### config.mk
export PLATFORM = sky130hd
export DESIGN_NAME = iaidx_search
export DESIGN_NICKNAME = d
export VERILOG_FILES = /design/src/iaidx_pkg.sv /design/src/iaidx_search.sv
export VERILOG_INCLUDE_DIRS = /design/src /design/src/src
export SDC_FILE = /design/constraint.sdc
export NUM_CORES = 1
export LEC_CHECK = 0
export BUFFER_PORTS_ARGS = -buffer_cell sky130_fd_sc_hd__buf_2
export CORE_UTILIZATION = 56
export CTS_BUF_LIST = sky130_fd_sc_hd__clkbuf_4 sky130_fd_sc_hd__clkbuf_8
export CTS_CLUSTER_SIZE = 28
export DETAILED_ROUTE_END_ITERATION = 8
export PLACE_DENSITY_LB_ADDON = 0.12
export SLEW_MARGIN = 15
export SYNTH_ARGS = -nofsm -noshare
export SYNTH_HDL_FRONTEND = slang
export SYNTH_SLANG_ARGS = --single-unit
### constraint.sdc
create_clock -name clk -period 16.71 [get_ports clk]
set_input_delay 5.013 -clock clk [delete_from_list [all_inputs] [get_ports clk]]
set_output_delay 5.013 -clock clk [all_outputs]
set_load 0.1 [all_outputs]
### src/assert_macros.svh
// ----------------------------------------------------------------------------
// assert_macros.svh
// Assertion macros shared by the index search RTL.
// ----------------------------------------------------------------------------
`ifndef ASSERT_MACROS_SVH
`define ASSERT_MACROS_SVH
`ifndef NO_ASSERTIONS
// checked on every clock edge outside reset
`define IAIDX_ASSERT(lbl, prop, msg) \
	lbl: assert property (@(posedge clk) disable iff (!arst_n) prop) else $error(msg);
// checked on every clock edge, reset included
`define IAIDX_ASSERT_ALWAYS(lbl, prop, msg) \
	lbl: assert property (@(posedge clk) prop) else $error(msg);
`else
`define IAIDX_ASSERT(lbl, prop, msg)
`define IAIDX_ASSERT_ALWAYS(lbl, prop, msg)
`endif
`endif

### src/iaidx_pkg.sv
// ----------------------------------------------------------------------------
// iaidx_pkg
// Types and constants of the instruction address index search block.
// ----------------------------------------------------------------------------
package iaidx_pkg;

	localparam int MAX_ENTRIES = 65536;
	localparam int IDX_W       = $clog2(MAX_ENTRIES);
	localparam int POS_W       = IDX_W + 1;
	localparam int VA_W        = 64;
	localparam int FOFS_W      = 32;
	localparam int LEN_W       = 4;

	typedef enum logic [2:0] {
		MODE_CLEAR   = 3'd0,
		MODE_SECTION = 3'd1,
		MODE_APPEND  = 3'd2,
		MODE_FIND    = 3'd3,
		MODE_LOWER   = 3'd4
	} iaidx_mode_t;

	typedef enum logic [1:0] {
		STAT_OK   = 2'd0,
		STAT_MISS = 2'd1,
		STAT_FULL = 2'd2
	} iaidx_status_t;

	typedef enum logic [1:0] {
		S_IDLE,
		S_SEARCH,
		S_RESULT
	} iaidx_state_t;

	typedef struct packed {
		logic [2:0]        mode;
		logic [VA_W-1:0]   address;
		logic [FOFS_W-1:0] file_offset;
		logic [LEN_W-1:0]  length;
		logic              decoded_ok;
	} iaidx_req_t;

	typedef struct packed {
		logic [1:0]       status;
		logic [POS_W-1:0] position;
	} iaidx_rsp_t;

	// sequencer -> search unit
	typedef struct packed {
		logic             start;
		logic [POS_W-1:0] count;
		logic [VA_W-1:0]  query;
	} srch_ctl_t;

	// search unit -> sequencer
	typedef struct packed {
		logic             done;
		logic             hit;
		logic [POS_W-1:0] pos;
	} srch_sts_t;

endpackage

### src/iaidx_search.sv
// ----------------------------------------------------------------------------
// iaidx_search
// Lower-bound binary search unit: one table probe per cycle.
// ----------------------------------------------------------------------------
`include "assert_macros.svh"

module iaidx_search import iaidx_pkg::*; (
	input  logic             clk,
	input  logic             arst_n,
	input  srch_ctl_t        ctl,
	input  logic [VA_W-1:0]  rd_data,
	output logic [IDX_W-1:0] rd_idx,
	output srch_sts_t        sts
);

	logic [POS_W-1:0] lo_q, hi_q, mid_q;
	logic [POS_W-1:0] lo_d, hi_d, mid_d;
	logic [VA_W-1:0]  query_q;
	logic             eq_q, eq_d;
	logic             act_q, act_d;
	logic             done_q, done_d;
	logic             step;

	always_comb begin
		lo_d = lo_q;
		hi_d = hi_q;
		eq_d = eq_q;
		if (ctl.start) begin
			lo_d = '0;
			hi_d = ctl.count;
			eq_d = 1'b0;
		end else if (act_q) begin
			if (rd_data < query_q) begin
				lo_d = mid_q + POS_W'(1);
			end else begin
				hi_d = mid_q;
				// entry at the final lower bound is the last one that moved hi
				eq_d = (rd_data == query_q);
			end
		end
		mid_d  = lo_d + ((hi_d - lo_d) >> 1);
		step   = ctl.start || act_q;
		act_d  = step && (lo_d < hi_d);
		done_d = step && !(lo_d < hi_d);
	end

	// mid < hi <= MAX_ENTRIES, so the low bits are the full index
	assign rd_idx = mid_d[IDX_W-1:0];

	always_ff @(posedge clk or negedge arst_n) begin
		if (!arst_n) begin
			act_q  <= 1'b0;
			done_q <= 1'b0;
		end else begin
			act_q  <= act_d;
			done_q <= done_d;
		end
	end

	always_ff @(posedge clk) begin
		lo_q  <= lo_d;
		hi_q  <= hi_d;
		mid_q <= mid_d;
		eq_q  <= eq_d;
		if (ctl.start) begin
			query_q <= ctl.query;
		end
	end

	assign sts.done = done_q;
	assign sts.hit  = eq_q;
	assign sts.pos  = lo_q;

	`IAIDX_ASSERT(a_mid_in_window, act_q |-> (lo_q <= mid_q && mid_q < hi_q), "probe outside window")
	`IAIDX_ASSERT(a_no_restart, act_q |-> !ctl.start, "search restarted while probing")

endmodule

**Yosys cells after proc, flatten, opt, wreduce, memory -nomap -nowiden**

Index checks and enable logic that the tools add are counted.

- Logic and storage cells: 25
- Memories: 0
- RAM bits: 0
- Bits in registers: 118
- Output and inout bits: 35
- Input bits: 148
- Memory bits (read-only): 0
- Bits in latches: 0

- Equality and inequality tests: 1
- Multipliers: 0
- Shifts and indexed selects: 0
- $lt $le $gt $ge: 2
- Divide/modulo/power cells: 0
- $add $sub $neg: 3
- Muxes and demuxes: 6
- Reductions and logical operators: 5
- Bitwise operators: 1

Operators with widths:

| kind | number |
|---|---|
| $mux W17 | 6 |
| $eq A64 B64 Y1 | 1 |
| $lt A64 B64 Y1 | 1 |
| $add A17 B1 Y17 const B | 1 |
| $add A17 B16 Y17 | 1 |
| $lt A17 B17 Y1 | 1 |
| $sub A17 B17 Y17 | 1 |
| $logic_and A1 B1 Y1 | 2 |
| $reduce_and A2 Y1 | 1 |
| $logic_not A1 Y1 | 1 |
| $logic_or A1 B1 Y1 | 1 |
| $not A1 Y1 | 1 |

**Depth between registers and ports, before layout**

- Depth in word-level cells: 7
- Gate-level depth with buffers: 30
- Mapped depth without buffers: 28

**Worst setup path after synthesis**

Ideal clock, no wire load.

- Kind: input -> output
- Start point: in rd_data[45]
- End point: out rd_idx[14]
- Data required time: 11.697 ns
- Path slack: 0.887 ns
- Cell stages on the path: 28
- Arrival time: 10.810 ns
- Cells stage by stage: ha_1 -> a21o_1 -> a21o_1 -> a221o_1 -> a2111o_1 -> a2bb2oi_4 -> nand2_4 -> buf_6 -> or2_0 -> a21oi_1 -> ha_1 -> inv_1 -> fa_1 -> a21o_1 -> a21o_1 -> a21oi_1 -> o21ai_0 -> a21oi_1 -> o21bai_1 -> xnor2_1 -> ha_1 -> and3_1 -> a31o_2 -> o41a_1 -> a21o_1 -> a21oi_1 -> xnor2_1 -> buf_4

- Word-level cells in the longest chain between the ends: 6
- Elaborated cells between the ends (all ways): 9

RTL lines:

| item | RTL line | text |
|---|---|---|
| start: declaration | iaidx_search.sv:11 | `input logic [VA_W-1:0] rd_data,` |
| $lt A64 B64 Y1 (*) | iaidx_search.sv:33 | `if (rd_data < query_q) begin` |
| $mux W17 (*) | iaidx_search.sv:33 |  |
| $mux W17 (*) | iaidx_search.sv:32 | `end else if (act_q) begin` |
| $mux W17 (*) | iaidx_search.sv:28 | `if (ctl.start) begin` |
| via lo_d[0] | iaidx_search.sv:17 | `logic [POS_W-1:0] lo_d, hi_d, mid_d;` |
| $sub A17 B17 Y17 | iaidx_search.sv:41 | `mid_d = lo_d + ((hi_d - lo_d) >> 1);` |
| $add A17 B16 Y17 (*) | iaidx_search.sv:41 |  |
| end: declaration | iaidx_search.sv:12 | `output logic [IDX_W-1:0] rd_idx,` |

The timed path passes the listed nets; every way through them passes the cells marked *.

**Worst setup path in the final report**

- Start point: in rd_data[43]
- End point: out rd_idx[14]

- Word-level cells in the longest chain between the ends: 6
- Elaborated cells between the ends (all ways): 9

RTL lines:

| item | RTL line |
|---|---|
| $lt A64 B64 Y1 (*) | iaidx_search.sv:33 |
| $mux W17 | iaidx_search.sv:33 |
| $mux W17 | iaidx_search.sv:32 |
| $mux W17 | iaidx_search.sv:28 |
| $sub A17 B17 Y17 | iaidx_search.sv:41 |
| $add A17 B16 Y17 (*) | iaidx_search.sv:41 |

Mark *: on every way between the ends. The rest lies on a longest branch, timed or not.

==> metrics.yaml <==
synthesis:
  synthTopCellsByCount: "ha_1, inv_1, edfxtp_1"
  synth_top_cell_area_share_pct: 26.56
  synth_area_leaders: "edfxtp_1, ha_1, dfxtp_1"
  synth-edff-count: 64
  yosysUniqueCellTypes: 62
  synthesis.nets: 958
  ys_ff_latch: 118
  synth_flop_cell: "edfxtp_1"
  synth_most_common_cell: "ha_1"
  ys_warn_count: 0
  yosysSeqAreaShare_pct: 41.64
  syn_area_um2: 7236
  synth_area_per_cell_um2: 10.19
  synth_top_area_cell: "edfxtp_1"
  synth_cells: 710
  synth-async-reset-ratio_pct: 1.695
detailed_routing:
  detail-route-antenna-nets: 0
  drc: 0
  drt-initial-drc-count: 291
  vias: 5749
  drt_wl_total_um: 17110
  routedWlPerCell_um: 15.96
  routed_via_density: 5.363
  dr.pass1.iters: 5
timing:
  fin_setup_tns_ns: 0
  finalHoldViolCount: 0
  fmax_mhz: 61.23
  min_period_ns: 16.33
  slew_violations: 0
  whs_ns: 0.5263
  tightest_slew_ns: 0.9992
  finalSetupViolations: 0
  finalClockSkew_ns: 0.01149
  fin_crit_sh_pct: 97.74
  slew-limit-headroom_pct: 32.77
global_routing:
  antenna_found_initial: 0
  grt-ovfl-total: 0
  grt_pass1_wl_um: 26630
  met2_usage_pct: 47.50
  busiest_layer: "met2"
  met1_usage_pct: 29.73
  grt_pass1_vias: 5607
  grt_use_total_pct: 26.34
  grt_use_met3_pct: 6.799
  grt_max_degree: 81
setup_path:
  crit_cells: 28
  cp.arrival_ns: 11.32
  critical_path.endpoint_type: "output port"
  crit_path_end: "rd_idx[14]"
  r2r-start: "query_q[43]"
  cp_top_family: "compound AO/OA/AOI/OAI gates"
  rrSetupSlack_ns: 10.12
  ff2ff_path_depth: 28
  worst-path-buf-inv: 3
  critPathMaxStageDelay_ns: 0.47
  start_kind: "input port"
  critPathSlowestCell: "a2111o_1"
  critical_path_class: "input port to output port"
  required_ns: 11.70
  cpMostUsedCell: "ha_1"
  crit_start: "rd_data[43]"
  r2r_end: "mid_q[16]"
  crit_fanout: 11
clocking:
  clock_latency_ns: 0.45
  htreeDepth: 4
  root_buffer: "clkbuf_8"
  tritoncts: "built"
  cts_buffers: 17
  clock_path_buffers: 2
  ctsHoldBuffers: 0
  path_clk_slew_ns: 0.07
  clock-sinks: 118
floorplanning:
  die_w_um: 115.7
  die_h_um: 115.7
  top_level_ports: 183
  num_rows: 41
  die_area_um2: 13380
  fp.coreArea_um2: 12620
  initial_core_util_pct: 57.34
final_layout:
  drive_above_1_share_pct: 26.44
  antenna_cells: 0
  fill_cells: 1000
  areaGrowthSynthToFinish_pct: 20.47
  fin_util_pct: 69.08
  num-nets-final: 1135
placement:
  place.gp.congestion: 0.9038
  dpl.hpwl_um: 13260
  io_buffer_count: 182
run:
  drv_cap: 0
status:
  status: "complete, no violations"
worst_hold_path:
  worstHoldPathType: "register to register"
placed cells by master (no fill, tap or decap), types with 21 or more instances in the layout:
cell type | synthesis | routed
a21o_1 | 21 | 21
mux2i_1 | 33 | 33
nor2_1 | 45 | 45
o21ai_0 | 23 | 23
ha_1 | 98 | 98
dfxtp_1 | 52 | 52
xnor2_1 | 27 | 27
inv_1 | 75 | 75
edfxtp_1 | 64 | 64
nand4_1 | 21 | 21
nand2_1 | 39 | 39
buf_2 | 0 | 178
a21oi_1 | 41 | 40
stage by stage:
step | area (um^2) | setup WS (ns) | instances
floorplan | 7236 | 0.8872 | 710
global placement | 8237 | 0.4638 | 1038
detailed placement | 8237 | 0.3254 | 1038
CTS | 8686 | 0.2750 | 1070
global route | 8717 | -0.01183 | 1072
finish | 8717 | 0.3780 | 1072
final cells by class:
cell class	instances	area, um^2	share of cell area (%)
Clock inverter	14	207.7	2.383
Inverter	75	281.5	3.230
Tap cell	172	215.2	2.469
Sequential cell	118	3013	34.56
Clock buffer	18	241.5	2.770
Timing Repair Buffer	187	996.0	11.43
Multi-Input combinational cell	488	3762	43.16
what timing repair did:
action / CTS / global route
setup buffers: 0 / 2
endpoints found under the hold margin: 0 / 0
resized for setup: 0 / 4
setup endpoints to repair: 0 / 3
how the worst min path moves through the flow:
| stage | start | to | slack, ns | cells past startpoint |
|---|---|---|---|---|
| 2_1_floorplan | eq_q | eq_q | 0.46 | 2 |
| 3_3_place_gp | eq_q | eq_q | 0.48 | 2 |
| 3_5_place_dp | eq_q | eq_q | 0.51 | 2 |
| 4_1_cts | eq_q | eq_q | 0.52 | 2 |
| 5_1_grt | lo_q[0] | lo_q[0] | 0.56 | 2 |
| 6_report | eq_q | eq_q | 0.53 | 2 |
sequential cells by signal, summed over array words and instances (netlist names):
register and flops:
eq_q 1, mid_q 17, lo_q 17, query_q 64, hi_q 17, done_q 1
act_q 1
per-layer routing:
metal,up-vias,wire length (um)
met5,-,0
met4,0,363
met3,32,1037
met2,168,8629
met1,2679,7078
li1,2870,-
kinds of logic after synthesis:
kind of cell | Yosys count | share of synthesized area [%]
flops | 118 | 41.64
compound gates | 136 | 12.28
simple gates | 179 | 12.54
fa+ha+maj | 100 | 17.50
buf+inv | 104 | 6.640
mux | 33 | 4.565
xor+xnor | 40 | 4.842
worst min-delay path, cell delays in order, from the launching register on:
cell and delay, ns:
dfxtp_1 0.33, mux2i_1 0.07, nor2_1 0.09
Power is not shown: default switching activity piles up to over one toggle a cycle in this logic, so the estimate is an artifact.
